--- config.mk ---
export PLATFORM = sky130hd
export DESIGN_NAME = vwh_front
export DESIGN_NICKNAME = d
export VERILOG_FILES = /design/src/rtl/core/vwh_pkg.sv /design/src/rtl/core/vwh_front.sv
export SDC_FILE = /design/constraint.sdc
export NUM_CORES = 2
export LEC_CHECK = 0
export ABC_AREA = 0
export BUFFER_PORTS_ARGS = -buffer_cell sky130_fd_sc_hd__buf_2
export CORE_MARGIN = 3
export CORE_UTILIZATION = 45
export CTS_CLUSTER_SIZE = 20
export DETAILED_ROUTE_END_ITERATION = 12
export SYNTH_ARGS = -nofsm -noshare
export SYNTH_HDL_FRONTEND = slang
export SYNTH_SLANG_ARGS = --single-unit
--- constraint.sdc ---
create_clock -name clk -period 7.6 [get_ports clk]
set_input_delay 0.38 -clock clk [delete_from_list [all_inputs] [get_ports clk]]
set_output_delay 0.38 -clock clk [all_outputs]
set_load 0.01 [all_outputs]
--- src/rtl/core/vwh_pkg.sv ---
// ----------------------------------------------------------------------------
// vwh_pkg
// Shared constants, types and the key fold step of the vertex weld table.
// ----------------------------------------------------------------------------
package vwh_pkg;

  localparam int VERTEX_CAPACITY = 4096;
  localparam int TABLE_SLOTS     = 8192;   // power of two

  localparam int KEY_W    = 64;
  localparam int COORD_W  = 32;
  localparam int VIDX_W   = 12;
  localparam int SLOT_W   = $clog2(TABLE_SLOTS);
  localparam int SIDX_W   = $clog2(VERTEX_CAPACITY);
  localparam int CNT_W    = SIDX_W + 1;
  localparam int TAG_W    = 4;
  localparam int ENTRY_W  = TAG_W + SIDX_W + KEY_W;

  localparam logic [KEY_W-1:0] KEY_SEED = 64'd1469598103934665603;
  localparam logic [TAG_W-1:0] TAG_NONE  = '0;
  localparam logic [TAG_W-1:0] TAG_FIRST = TAG_W'(1);
  localparam logic [TAG_W-1:0] TAG_LAST  = '1;

  typedef struct packed {
    logic             first;
    logic [KEY_W-1:0] key;
  } vwh_item_t;

  typedef struct packed {
    logic [TAG_W-1:0]  tag;
    logic [SIDX_W-1:0] idx;
    logic [KEY_W-1:0]  key;
  } vwh_entry_t;

  typedef enum logic [1:0] {
    B_IDLE,
    B_SWEEP,
    B_LOOK,
    B_CMP
  } vwh_back_state_t;

  // xor one word in, then multiply by 1099511628211 = 2^40 + 0x1B3 (mod 2^64)
  function automatic logic [KEY_W-1:0] fold_step(input logic [KEY_W-1:0] h,
                                                 input logic [COORD_W-1:0] w);
    logic [KEY_W-1:0] t;
    t = h ^ {{(KEY_W-COORD_W){1'b0}}, w};
    return (t << 40) + (t << 8) + (t << 7) + (t << 5) + (t << 4) + (t << 1) + t;
  endfunction

endpackage

--- src/rtl/core/vwh_front.sv ---
// ----------------------------------------------------------------------------
// vwh_front
// Three-stage key fold pipeline: one coordinate word per stage.
// ----------------------------------------------------------------------------
module vwh_front import vwh_pkg::*; (
  input  logic               clk,
  input  logic               rst,
  input  logic               en,
  input  logic               in_valid,
  output logic               in_ready,
  input  logic               in_first,
  input  logic [COORD_W-1:0] in_x,
  input  logic [COORD_W-1:0] in_y,
  input  logic [COORD_W-1:0] in_z,
  output logic               q_valid,
  input  logic               q_ready,
  output vwh_item_t          q_item
);

  logic v1, v2, v3;
  logic r1, r2, r3;
  logic f1, f2, f3;
  logic [KEY_W-1:0]   h1, h2, h3;
  logic [COORD_W-1:0] y1, z1, z2;

  assign r3       = !v3 || q_ready;
  assign r2       = !v2 || r3;
  assign r1       = !v1 || r2;
  assign in_ready = r1 && en;

  always_ff @(posedge clk) begin
    if (rst) begin
      v1 <= 1'b0;
      v2 <= 1'b0;
      v3 <= 1'b0;
    end else begin
      if (r1) v1 <= in_valid && en;
      if (r2) v2 <= v1;
      if (r3) v3 <= v2;
    end
  end

  always_ff @(posedge clk) begin
    if (r1) begin
      f1 <= in_first;
      h1 <= fold_step(KEY_SEED, in_x);
      y1 <= in_y;
      z1 <= in_z;
    end
    if (r2) begin
      f2 <= f1;
      h2 <= fold_step(h1, y1);
      z2 <= z1;
    end
    if (r3) begin
      f3 <= f2;
      h3 <= fold_step(h2, z2);
    end
  end

  assign q_valid     = v3;
  assign q_item.first = f3;
  assign q_item.key   = h3;

endmodule

==> results_dict.tcl <==
set metrics [dict create \
    placementRows 104 \
    timing.final.crit_period_ns 6.55 \
    fmax_mhz 153 \
    place_congestion 0.891 \
    cts_resized 0 \
    cp_num_buf_inv 3 \
    tns_ns 0 \
    min-delay-start "in_y[7]" \
    cpMostUsedCell "ha_1" \
    drv_slew 0 \
    synth_enable_flop_cells 291 \
    grt_pass1_vias 25700 \
    postCtsHoldBufs 57 \
    ys_seq_area_share_pct 24.0 \
    holdPathStages 1 \
    drc 0 \
    finalCritPeriodShare_pct 86.2 \
    synthesis.nets 4428 \
    path_cells "xnor2_1, clkinv_1, ha_1, xnor2_1, fa_1, inv_1, fa_1, inv_1, ha_1, ha_1, o21a_1, a21oi_1, o22a_1, nand3_1, a311oi_1, o21ai_0, nand2_1, o21ai_0, xor2_1" \
    synth_cell_types 85 \
    status "complete, no violations" \
    hold_viol_final 0 \
    grt_overflow 0 \
    initial_core_util_pct 45.5 \
    setup_viol 0 \
    layout-drive-gt1-share_pct 7.80 \
    die_x_um 292 \
    timing.final.ws_setup_ns 1.05 \
    worstPathMaxFanout 7 \
    dr_total_vias 24400 \
    syn-cell-area_um2 36700 \
    vias_per_cell 5.10 \
    grt_usage_pct 20.7 \
    synth.area.top_cells "fa_1 (29%), edfxtp_1 (24%), ha_1 (12%)" \
    required_ns 7.90 \
    max-cap-violations 0 \
    grt_pass1_wl_mm 141 \
    maxSlewHeadroom_pct 21.6 \
    rsz0062_at_grt "no" \
    rr_startpoint "h2[7]" \
    clock_path_buffers 3 \
    diodes 0 \
    cts-root-buf "clkbuf_16" \
    die_area_um2 85100 \
    critical_path_arrival_ns 6.86 \
    start_kind "flop" \
    ys_ff_latch 294 \
    hold_path.class "input port to flop" \
    fp.coreArea_um2 80700 \
    finClkSkew_ns 0.0309 \
    ant_nets 0 \
    yosys.area.top_type "fa_1" \
    cts.sinks 294 \
    cts_tree "built" \
    area_growth_pct 11.0 \
    hold_end "y1[7]" \
    crit_type "flop to flop" \
    drtIter0Drc 1274 \
    reg2reg_slack_ns 1.05 \
    antenna_found_initial 1 \
    num_io_pins 169 \
    reg2reg_to "h3[58]" \
    synth-main-ff-cell "edfxtp_1" \
    hpwl_mm 73.1 \
    yosysMostFrequentCell "inv_1" \
    routedWlPerCell_um 18.1 \
    cpPeakStageDelay_ns 0.75 \
    grt_max_degree 76 \
    htree_levels 2 \
    synthCells 3451 \
    synth_commonest_cells "inv_1 (712), fa_1 (528), ha_1 (347)" \
    worstRegToRegCells 19 \
    cts_inserted_buffers 38 \
    postSynth.asyncResetShare_pct 0 \
    portBuffers 168 \
    drt_first_pass_iters 5 \
    slowest_stage "xnor2_1" \
    pre_cts_ws_ns 0.923 \
    nNetsFinal 4668 \
    crit_path_end_kind "flop" \
    cts.clk_slew.worst_paths_ns 0.06 \
    crit_family "adder cells" \
    cts_setup_buffers 0 \
    drt-total-wl_mm 86.5 \
    die_h_um 292 \
    syn_area_per_cell_um2 10.6 \
    clkLatencyLatePin_ns 0.57 \
    synth_top_area_share_pct 28.8 \
    tightestPinTransition_ns 1.17 \
    yosysWarningCount 0 \
]
## worst max path at each step
| stage | cells after the start | slack, ns | startpoint | end |
|---|---|---|---|---|
| floorplan | 18 | 2.16 | y1[22] | h2[61] |
| global placement | 19 | 0.92 | h2[7] | h3[58] |
| detailed placement | 19 | 0.92 | z2[7] | h3[58] |
| CTS | 19 | 0.90 | z2[7] | h3[58] |
| global route | 19 | 0.61 | h2[7] | h3[58] |
| finish | 19 | 1.05 | h2[7] | h3[58] |
## state kept, by name, summed over array words and instances (netlist names)
signal,count
v1,1
q_valid,1
h2,64
z2,32
z1,32
y1,32
v2,1
h1,64
f1,1
f2,1
f3,1
h3,64
## per-layer routing
| metal | track usage (%) | vias to the layer above | wire length [um] |
|---|---|---|---|
| met5 | 0 | - | 0 |
| met4 | 7.45 | 0 | 3370 |
| met3 | 1.98 | 124 | 3130 |
| met2 | 35.5 | 519 | 41400 |
| met1 | 27.6 | 11800 | 38600 |
| li1 | - | 11900 | - |
## through the flow
step,util [%],hold slack (ns),instances,area (um^2)
2_1_floorplan,-,0.400,3451,36700
3_3_place_gp,48.2,0.403,4654,38900
3_5_place_dp,48.2,0.405,4654,38900
4_1_cts,50.5,0.0000750,4779,40700
5_1_grt,50.5,0.00200,4779,40700
6_report,50.5,0.0277,4779,40700
## final cells by class
class	count	area (um^2)
inverters	719	2700
multi-input cells	2388	25000
clock buffers	42	966
well taps	1060	1330
repair buffers	250	1600
fillers	7455	39900
clock inverters	26	322
flip-flops and latches	294	8800
## cells in the final DEF, fill, tap and decap left out, drive strengths merged, types with 15 or more instances in the layout
cell         synthesis  layout
edfxtp             291     291
and3                21      21
o21ai              100     100
a211oi              25      25
nand4               26      26
a21o               123     123
ha                 347     347
nor3                31      31
fa                 528     528
nor2               109     109
buf                 14     193
a21oi              207     207
nand3               49      49
clkbuf              36      42
xnor2              219     219
o21a                16      16
inv                715     718
dlygate4sd3          0      57
nand2b              15      15
xor2               172     172
o21bai              37      37
a31oi               24      24
o211ai              17      17
clkinv               4      19
nand2              136     136
## cells by family after synthesis
group | Yosys count | share of synthesized area [%]
AO/OA/AOI/OAI | 664 | 12.1
XOR/XNOR | 391 | 9.33
adder cells (fa/ha/maj) | 880 | 40.7
buffers and inverters | 769 | 7.92
flip-flops | 294 | 24.0
multiplexers | 3 | 0.0818
AND/OR/NAND/NOR | 450 | 5.89
## worst reg2reg max path, stage by stage (launching register included)
cell and delay, ns:
edfxtp_1 0.40, xnor2_1 0.75, clkinv_1 0.49, ha_1 0.44, xnor2_1 0.16, fa_1 0.54
inv_1 0.05, fa_1 0.47, inv_1 0.04, ha_1 0.27, ha_1 0.32, o21a_1 0.13
a21oi_1 0.32, o22a_1 0.25, nand3_1 0.20, a311oi_1 0.59, o21ai_0 0.34, nand2_1 0.23
o21ai_0 0.12, xor2_1 0.18
Power is not shown: default switching activity piles up to over one toggle a cycle in this logic, so the estimate is an artifact.
