<file path="src/rtl/core/vwh_pkg.sv">
// ----------------------------------------------------------------------------
// vwh_pkg
// Shared constants, types and the key fold step of the vertex weld table.
// ----------------------------------------------------------------------------
package vwh_pkg;

  localparam int VERTEX_CAPACITY = 4096;
  localparam int TABLE_SLOTS     = 8192;   // power of two

  localparam int KEY_W    = 64;
  localparam int COORD_W  = 32;
  localparam int VIDX_W   = 12;
  localparam int SLOT_W   = $clog2(TABLE_SLOTS);
  localparam int SIDX_W   = $clog2(VERTEX_CAPACITY);
  localparam int CNT_W    = SIDX_W + 1;
  localparam int TAG_W    = 4;
  localparam int ENTRY_W  = TAG_W + SIDX_W + KEY_W;

  localparam logic [KEY_W-1:0] KEY_SEED = 64'd1469598103934665603;
  localparam logic [TAG_W-1:0] TAG_NONE  = '0;
  localparam logic [TAG_W-1:0] TAG_FIRST = TAG_W'(1);
  localparam logic [TAG_W-1:0] TAG_LAST  = '1;

  typedef struct packed {
    logic             first;
    logic [KEY_W-1:0] key;
  } vwh_item_t;

  typedef struct packed {
    logic [TAG_W-1:0]  tag;
    logic [SIDX_W-1:0] idx;
    logic [KEY_W-1:0]  key;
  } vwh_entry_t;

  typedef enum logic [1:0] {
    B_IDLE,
    B_SWEEP,
    B_LOOK,
    B_CMP
  } vwh_back_state_t;

  // xor one word in, then multiply by 1099511628211 = 2^40 + 0x1B3 (mod 2^64)
  function automatic logic [KEY_W-1:0] fold_step(input logic [KEY_W-1:0] h,
                                                 input logic [COORD_W-1:0] w);
    logic [KEY_W-1:0] t;
    t = h ^ {{(KEY_W-COORD_W){1'b0}}, w};
    return (t << 40) + (t << 8) + (t << 7) + (t << 5) + (t << 4) + (t << 1) + t;
  endfunction

endpackage

</file>
<file path="src/rtl/core/vwh_queue.sv">
// ----------------------------------------------------------------------------
// vwh_queue
// Two-entry queue of folded keys between front and back.
// ----------------------------------------------------------------------------
module vwh_queue import vwh_pkg::*; (
  input  logic      clk,
  input  logic      rst,
  input  logic      wr_valid,
  output logic      wr_ready,
  input  vwh_item_t wr_item,
  output logic      rd_valid,
  input  logic      rd_ready,
  output vwh_item_t rd_item
);

  vwh_item_t  slots [2];
  logic       wr_ptr, rd_ptr;
  logic [1:0] count;
  logic       push, pop;

  assign wr_ready = (count != 2'd2);
  assign rd_valid = (count != 2'd0);
  assign push     = wr_valid && wr_ready;
  assign pop      = rd_valid && rd_ready;
  assign rd_item  = slots[rd_ptr];

  always_ff @(posedge clk) begin
    if (rst) begin
      wr_ptr <= 1'b0;
      rd_ptr <= 1'b0;
      count  <= 2'd0;
    end else begin
      if (push) wr_ptr <= !wr_ptr;
      if (pop)  rd_ptr <= !rd_ptr;
      count <= count + 2'(push) - 2'(pop);
    end
  end

  always_ff @(posedge clk) begin
    if (push) begin
      slots[wr_ptr] <= wr_item;
    end
  end

endmodule

</file>
<file path="config.mk">
export PLATFORM = sky130hd
export DESIGN_NAME = vwh_queue
export DESIGN_NICKNAME = d
export VERILOG_FILES = /design/src/rtl/core/vwh_pkg.sv /design/src/rtl/core/vwh_queue.sv
export SDC_FILE = /design/constraint.sdc
export NUM_CORES = 1
export LEC_CHECK = 0
export BUFFER_PORTS_ARGS = -buffer_cell sky130_fd_sc_hd__buf_2
export CORE_MARGIN = 2
export CORE_UTILIZATION = 45
export CTS_BUF_LIST = sky130_fd_sc_hd__clkbuf_4 sky130_fd_sc_hd__clkbuf_8 sky130_fd_sc_hd__clkbuf_16
export DETAILED_ROUTE_END_ITERATION = 10
export PLACE_DENSITY = 0.75
export SKIP_CTS_REPAIR_TIMING = 1
export SYNTH_ARGS = -nofsm -noshare
export SYNTH_HDL_FRONTEND = slang
export SYNTH_SLANG_ARGS = --single-unit
</file>
<file path="constraint.sdc">
create_clock -name clk -period 4.5 [get_ports clk]
set_input_delay 0.45 -clock clk [delete_from_list [all_inputs] [get_ports clk]]
set_output_delay 0.45 -clock clk [all_outputs]
set_load 0.05 [all_outputs]
</file>
==> run metrics, run 1 <==
status=finished, final reports clean; PwrDens=615.2 nW/um^2; EDFF count, synth=130; num rows=38; TritonCTS Buffers=17; Tcrit/Tclk final=0.5627; die area=11,900 um^2; Syn Inst Count=231; pin count of the biggest net entering global routing=66; CTS H-tree lvls=4; # port buffers=135; Worst VDD drop=381.9 uV; die width=109.1 um; 1st-pass router iterations=4; initial antenna violation count=1; Clock Latency Late Sink=0.51 ns; post-synth cell types=25; Crit Path Max Fanout=65; clock-pin transition on the worst setup and hold timing paths=0.06 ns; Final Hold Fails=0; CP Launch Type=register; CTS Buffer Depth=2; commonest cells after routing, fill and taps aside=buf_2, edfxtp_1, mux2_1, clkbuf_16; hold crit path type=in2reg; Ports=136; Mapped Area=4971 um^2; Num Clock Sinks=135; WP data arrival=2.08 ns; number of DRC markers in iteration 0=72; hold depth=1; commonest non-fill, non-tap cell in the layout=buf_2; register area share after synthesis=0.8054; Final setup viols=0; number of max-cap violations=0; Ys Warns=0; drc violations=0; TritonCTS clock tree=yes; fin area=6359 um^2; Slew Limit Fails=0; global route overflow=0; die height=109.1 um; RSZ-0062 raised after global routing=false; number of global-route vias before repair=2,625; ys flop type=edfxtp_1; Seq cells post-synth=135; via count=2,535; Initial Util=0.4606; Min Hold Slack=0.1248 ns; first-pass GRT wire length=12,630 um; Rel. slew slack=0.2628; Via density=4.747; ys async rst share=0; core area=10,790 um^2; WL/cell=15.89 um; syn nets=301; layout cell share with drive strength beyond 1=0.4453; syn_area_per_cell=21.52 um^2; dpl cell area=5773 um^2; Routed WL=8487 um; GRT Util Overall=0.1488; Peak Freq=394.9 MHz; Period minus WS final=2.532 ns; Lkg Pwr=0.002406 uW; Post-DP HPWL=5469 um; Detail Route Antenna Nets=0; R2R depth=4; clock skew=0.01001 ns; Final nets=450; global placement routability congestion=0.7138; Worst Setup End Kind=primary output; Area Overhead vs Synth=27.91%; CP Data Required Time=4.05 ns; root buf cell=clkbuf_8; measured slew at the worst slew-check pin=1.104 ns; Setup TNS=0 ns; Critical Setup Path Class=reg2out
## cell usage after synthesis, types with 2 or more instances
| cell | count | share of area |
|---|---|---|
| dfxtp_1 | 5 | 0.020 |
| edfxtp_1 | 130 | 0.79 |
| mux2_1 | 65 | 0.15 |
| and3_1 | 2 | 0.0025 |
| buf_6 | 5 | 0.011 |
| nor2_1 | 4 | 0.0030 |
| nor2b_1 | 2 | 0.0025 |
## per-layer routing
metal / up-vias / GRT usage / part of all wire
met1: 1205 / 0.1743 / 0.41
met2: 91 / 0.2413 / 0.50
met5: - / 0 / 0
li1: 1226 / - / -
met3: 13 / 0.05140 / 0.069
met4: 0 / 0.07967 / 0.016
## stage by stage
| stage | instances | util | total power (uW) | worst slack (ns) |
|---|---|---|---|---|
| 6_report | 534 | 0.5891 | 3912 | 1.968 |
| 3_3_place_gp | 501 | 0.5349 | 2624 | 2.198 |
| 5_1_grt | 533 | 0.5889 | 4067 | 1.810 |
| 4_1_cts | 533 | 0.5889 | 3964 | 1.887 |
| 3_5_place_dp | 501 | 0.5349 | 2639 | 2.149 |
| 2_1_floorplan | 231 | - | 2428 | 1.509 |
## registers in the layout, indices dropped and copies added, names as in the netlist, named ones only
register	cells
wr_ptr	1
count	2
slots	130
rd_ptr	1
## worst max-delay path, stage by stage (launching register included)
cell     delay (ns)
dfxtp_4        0.94
mux2_1         0.41
buf_2          0.22
## area by class of cell
| class | count | area [um^2] |
|---|---|---|
| diodes | 1 | 2.502 |
| well taps | 140 | 175.2 |
| clock inverters | 11 | 126.4 |
| multi-input cells | 88 | 895.9 |
| clock buffers | 21 | 456.7 |
| fillers | 818 | 4434 |
| repair buffers | 137 | 690.7 |
| inverters | 1 | 3.754 |
| flip-flops and latches | 135 | 4008 |
## path summary, 6_finish.rpt
check,from,endpoint,slack (ns)
min reg2reg,rd_ptr$_SDFFE_PP0P_,register,0.51
max,register,rd_item[56],1.97
max reg2reg,count[0]$_SDFF_PP0_,slots[0][57]$_DFFE_PP_,2.19
min,wr_item[28],slots[1][28]$_DFFE_PP_,0.12
## where the power goes
part / total (uW) / internal (uW) / switching, uW
registers: 1630 / 1530 / 95.8
logic: 976 / 254 / 722
clock network: 1310 / 830 / 480
## cells by family (layout without fill, tap and decap cells)
kind of cell             Yosys count  count (layout)  share of synthesized area
AND/OR/NAND/NOR                   15              15                    0.01963
multiplexers                      65              65                     0.1472
other                              0               1                          0
buffers and inverters              8             170                    0.01460
XOR/XNOR                           1               1                   0.001762
adder cells (fa/ha/maj)            1               1                   0.002517
AO/OA/AOI/OAI                      6               6                   0.008807
flip-flops                       135             135                     0.8054
(Power assumes the default switching activity.)
==> inputs of run 2 (changes only) <==
ABC_AREA = 1   (was unset)
clock period = 2.53 ns   (was 4.5 ns; I/O delays follow)
==> run metrics, run 2 <==
Worst VDD drop=536.4 uV (was 381.9 uV); commonest cells after routing, fill and taps aside=buf_2, edfxtp_1, mux2_4, clkbuf_16, mux2_2 (was buf_2, edfxtp_1, mux2_1, clkbuf_16); multi-input logic area=1042 um^2 (was 895.9 um^2); measured slew at the worst slew-check pin=0.4869 ns (was 1.104 ns); CP Launch Type=register (unchanged); PwrDens=1213 nW/um^2 (was 615.2 nW/um^2); post-synth top area cell=edfxtp_1 (unchanged); Slew Limit Fails=0 (unchanged); clock-pin transition on the worst setup and hold timing paths=0.06 ns (about the same); RSZ-0062 raised after global routing=false (unchanged); global placement routability congestion=0.7186 (was 0.7138); Final setup viols=0 (unchanged); first-pass GRT wire length=13,800 um (was 12,630 um); Ys Warns=0 (unchanged); Crit Path Max Fanout=27 (was 65); die width=110.8 um (was 109.1 um); die height=110.8 um (was 109.1 um); Critical Setup Path Class=reg2out (unchanged); number of global-route vias before repair=2,833 (was 2,625); Peak Freq=462.3 MHz; Area Overhead vs Synth=29.32% (was 27.91%); pin count of the biggest net entering global routing=53 (was 66); Mapped Area=5134 um^2 (was 4971 um^2); Overall Power=8050 uW (was 3912 uW); # port buffers=135 (unchanged); Largest regs=slots x130, count x2 (unchanged); Num Clock Sinks=135 (unchanged); WL/cell=15.96 um (was 15.89 um); ys async rst share=0 (unchanged); global route overflow=0 (unchanged); drc violations=0 (unchanged); Post-DP HPWL=6042 um (was 5469 um); EDFF count, synth=130 (unchanged); register area share after synthesis=0.7799 (was 0.8054); post-synth top area share=0.7604 (was 0.7853); TritonCTS Buffers=17 (unchanged); 1st-pass router iterations=4 (unchanged); Rel. slew slack=0.6746 (was 0.2628); Fillers=870 (was 818); Tcrit/Tclk final=0.8550; Detail Route Antenna Nets=0 (unchanged); Final Hold Fails=0 (unchanged); Routed WL=8761 um (was 8487 um); layout cell share with drive strength beyond 1=0.6010 (was 0.4453); commonest non-fill, non-tap cell in the layout=buf_2 (unchanged); # diodes=0 (was 1); Ports=136 (unchanged); number of DRC markers in iteration 0=156 (was 72); Syn Inst Count=238 (was 231); WP data arrival=1.91 ns (was 2.08 ns); most common cell in the netlist=edfxtp_1 (unchanged); die area=12,280 um^2 (was 11,900 um^2); number of max-cap violations=0 (unchanged); CTS H-tree lvls=4 (unchanged); TritonCTS clock tree=yes (unchanged); CP Data Required Time=2.28 ns (was 4.05 ns); syn nets=308 (was 301); CTS Buffer Depth=2 (unchanged); Lkg Pwr=0.002614 uW (was 0.002406 uW); via count=2,608 (was 2,535); Final Util=0.5890 (was 0.5891); Worst Setup End Kind=primary output (unchanged); clock skew=0.008666 ns (was 0.01001 ns); Seq cells post-synth=135 (unchanged); GRT Util Overall=0.1493 (was 0.1488); initial antenna violation count=2 (was 1); status=finished, final reports clean (unchanged); Largest register FFs=130 (unchanged); hold crit path type=in2reg (unchanged); Via density=4.750 (was 4.747); num rows=39 (was 38); post-synth cell types=15 (was 25); Initial Util=0.4554 (was 0.4606); ys flop type=edfxtp_1 (unchanged); Period minus WS final=2.163 ns; Setup TNS=0 ns (unchanged); top cells by count, synth=edfxtp_1, mux2_4, mux2_2 (was edfxtp_1, mux2_1, buf_6, dfxtp_1, nor2_1); Final nets=463 (was 450); root buf cell=clkbuf_16 (was clkbuf_8); core area=11,270 um^2 (was 10,790 um^2); Reg area=4008 um^2 (unchanged); largest reg by FF count=slots (unchanged); syn_area_per_cell=21.57 um^2 (was 21.52 um^2); Area contributors post-synth=edfxtp_1, mux2_4, mux2_2 (was edfxtp_1, mux2_1, dfxtp_1); Min Hold Slack=0.03907 ns (was 0.1248 ns); Clock Latency Late Sink=0.40 ns (was 0.51 ns)
## run 2: routing by layer
metal  part of all wire  vias to the layer above  track usage  routed length [um]
met2               0.54                       96       0.2589                4693
met3              0.074                        6      0.05741                 649
li1                   -                     1230            -                   -
met5                  0                        -            0                   0
met4             0.0059                        0      0.06000                  52
met1               0.38                     1276       0.1655                3365
## run 2: where the power goes
part	leakage (uW)	switching, uW	internal, uW
logic	0.00108	1780	838
registers	0.00126	150	2840
clock network	0.000277	854	1590
total	0.00261	2780	5270
## run 2: cells by family (layout without fill, tap and decap cells)
logic type / after synthesis / after routing / share of synthesized area
AO/OA/AOI/OAI: 2 / 2 / 0.001950
XOR/XNOR: 1 / 1 / 0.001706
adder cells (fa/ha/maj): 1 / 1 / 0.002437
buffers and inverters: 15 / 183 / 0.01998
flip-flops: 135 / 135 / 0.7799
multiplexers: 65 / 65 / 0.1791
AND/OR/NAND/NOR: 19 / 19 / 0.01487
## run 2: per-stage QoR
step	instances	area, um^2	worst slack (ns)
2_1_floorplan	238	5139	-0.5635
3_3_place_gp	517	6032	0.7854
3_5_place_dp	517	6032	0.7476
4_1_cts	549	6639	0.3267
5_1_grt	549	6639	0.2724
6_report	549	6639	0.3669
## run 2: worst max-delay path, cell delays in order (launching register included)
cell and delay (ns):
dfxtp_4 0.65, buf_4 0.28, mux2_2 0.36, buf_2 0.21
## run 2: final cells by class
type,instances,share of cell area
flip-flops and latches,135,0.6037
multi-input cells,88,0.1570
repair buffers,143,0.1165
clock buffers,20,0.06841
well taps,143,0.02695
clock inverters,12,0.02299
inverters,8,0.004523
## run 2: path summary, 6_finish.rpt
check / start / endpoint / slack [ns] / cells after the start
setup / recovery: register / rd_item[12] / 0.37 / 3
hold / removal: rst / count[0]$_SDFF_PP0_ / 0.04 / 2
setup reg to reg: count[0]$_SDFF_PP0_ / slots[1][20]$_DFFE_PP_ / 0.79 / 5
hold reg to reg: rd_ptr$_SDFFE_PP0P_ / register / 0.53 / 2
==> inputs of run 3 (changes only) <==
SETUP_SLACK_MARGIN = 0.4   (was unset)
==> run metrics, run 3 (synthesized netlist as in run 2, its figures left out) <==
1st-pass router iterations=7 (was 4); Slew Limit Fails=0 (unchanged); drc violations=0 (unchanged); multi-input logic area=1050 um^2 (was 1042 um^2); commonest non-fill, non-tap cell in the layout=buf_2 (unchanged); Final setup viols=0 (unchanged); Crit Path Max Fanout=33 (was 27); initial antenna violation count=0 (was 2); global placement routability congestion=0.7156 (was 0.7186); status=finished, final reports clean (unchanged); Lkg Pwr=0.002616 uW (was 0.002614 uW); CTS Buffer Depth=2 (unchanged); Fillers=844 (was 870); Area Overhead vs Synth=29.17% (was 29.32%); Reg area=4008 um^2 (unchanged); Largest regs=slots x130, count x2 (unchanged); Initial Util=0.4554 (unchanged); Peak Freq=484.1 MHz (was 462.3 MHz); commonest cells after routing, fill and taps aside=buf_2, edfxtp_1, mux2_4, clkbuf_16, mux2_2 (unchanged); Detail Route Antenna Nets=0 (unchanged); RSZ-0062 raised after global routing=true (was false); crit path cell chain=buf_12, mux2_4, buf_2 (was buf_4, mux2_2, buf_2); die width=110.8 um (unchanged); Post-DP HPWL=5571 um (was 6042 um); Largest register FFs=130 (unchanged); number of DRC markers in iteration 0=96 (was 156); pin count of the biggest net entering global routing=35 (was 53); WP data arrival=1.81 ns (was 1.91 ns); WL/cell=15.40 um (was 15.96 um); GRT Util Overall=0.1435 (was 0.1493); reg2reg start=count[0]$_SDFF_PP0_ (unchanged); Period minus WS final=2.066 ns (was 2.163 ns); Clock Latency Late Sink=0.41 ns (was 0.40 ns); Tcrit/Tclk final=0.8165 (was 0.8550); via count=2,565 (was 2,608); PwrDens=1216 nW/um^2 (was 1213 nW/um^2); Final nets=461 (was 463); Worst Setup End Kind=primary output (unchanged); delay of the slowest critical-path stage=0.52 ns (was 0.65 ns); CP Launch Type=register (unchanged); Final Hold Fails=0 (unchanged); # diodes=0 (unchanged); Num Clock Sinks=135 (unchanged); CP delay by family, top=flip-flops (unchanged); root buf cell=clkbuf_16 (unchanged); measured slew at the worst slew-check pin=0.4763 ns (was 0.4869 ns); hold crit path type=in2reg (unchanged); num rows=39 (unchanged); Worst VDD drop=605.4 uV (was 536.4 uV); Final Worst Setup Slack=0.4643 ns (was 0.3669 ns); core area=11,270 um^2 (unchanged); Crit path depth=3 (unchanged); Via density=4.689 (was 4.750); Hold Crit Start=wr_item[6] (was rst); R2R depth=5 (unchanged); die area=12,280 um^2 (unchanged); die height=110.8 um (unchanged); Rel. slew slack=0.6817 (was 0.6746); hold depth=1 (was 2); Setup TNS=0 ns (unchanged); Critical Setup Path Class=reg2out (unchanged); global route overflow=0 (unchanged); largest reg by FF count=slots (unchanged); Routed WL=8423 um (was 8761 um); TritonCTS clock tree=yes (unchanged); CP Data Required Time=2.28 ns (about the same); number of max-cap violations=0 (unchanged); clock skew=0.006344 ns (was 0.008666 ns); clock-pin transition on the worst setup and hold timing paths=0.06 ns (about the same); first-pass GRT wire length=13,370 um (was 13,800 um); TritonCTS Buffers=17 (unchanged); number of global-route vias before repair=2,740 (was 2,833); layout cell share with drive strength beyond 1=0.5990 (was 0.6010); pre-CTS setup slack=0.8383 ns (was 0.7476 ns); # port buffers=135 (unchanged); CP bufs+invs=2 (unchanged); Crit-path slowest cell=dfxtp_4 (unchanged); Ports=136 (unchanged); CTS H-tree lvls=4 (unchanged)
==> run 3: changes by cell type in the layout (fill, tap and decap cells not counted), sizes merged <==
cell,before,now
clkbuf,20,17
inv,8,11
clkinv,2,5
clkinvlp,7,4
buf,143,141
==> run 3: area by class of cell <==
cell class              count  area share
clock buffers              17     0.06415
clock inverters            15     0.02679
inverters                   8    0.004528
multi-input cells          88      0.1583
flip-flops and latches    135      0.6043
well taps                 143     0.02698
repair buffers            141      0.1149
==> run 3: final timing paths <==
kind,end,slack [ns]
max,rd_item[53],0.46
min reg2reg,register,0.51
min,slots[0][6]$_DFFE_PP_,0.03
max reg2reg,slots[0][24]$_DFFE_PP_,0.92
==> run 3: worst register-to-register path: stages, from the launching register on <==
cell	delay [ns]
dfxtp_1	0.36
inv_1	0.08
nand2_4	0.07
nand2_2	0.12
nor2_4	0.41
buf_12	0.26
==> run 3: per-stage QoR <==
step | power (uW) | util | hold WS [ns] | instances | area [um^2]
finish | 8066 | 0.5883 | 0.02916 | 547 | 6631
global route | 8399 | 0.5883 | 0.01032 | 547 | 6631
CTS | 8160 | 0.5880 | 0.01109 | 547 | 6628
detailed placement | 5668 | 0.5345 | 0.4437 | 515 | 6025
global placement | 5624 | 0.5345 | 0.4402 | 515 | 6025
floorplan | 5159 | - | 0.3242 | 238 | 5156
==> run 3: where the power goes <==
group / leakage, uW / switching [uW] / internal [uW]
logic: 0.00108 / 1780 / 838
clock network: 0.000284 / 921 / 1550
registers: 0.00126 / 131 / 2840
==> run 3: layer usage <==
metal / routed length [um] / track usage / up-vias / part of all wire
li1: - / - / 1233 / -
met1: 3393 / 0.1604 / 1222 / 0.40
met2: 4299 / 0.2421 / 98 / 0.51
met3: 596 / 0.06452 / 12 / 0.071
met4: 133 / 0.05417 / 0 / 0.016
met5: 0 / 0 / - / 0
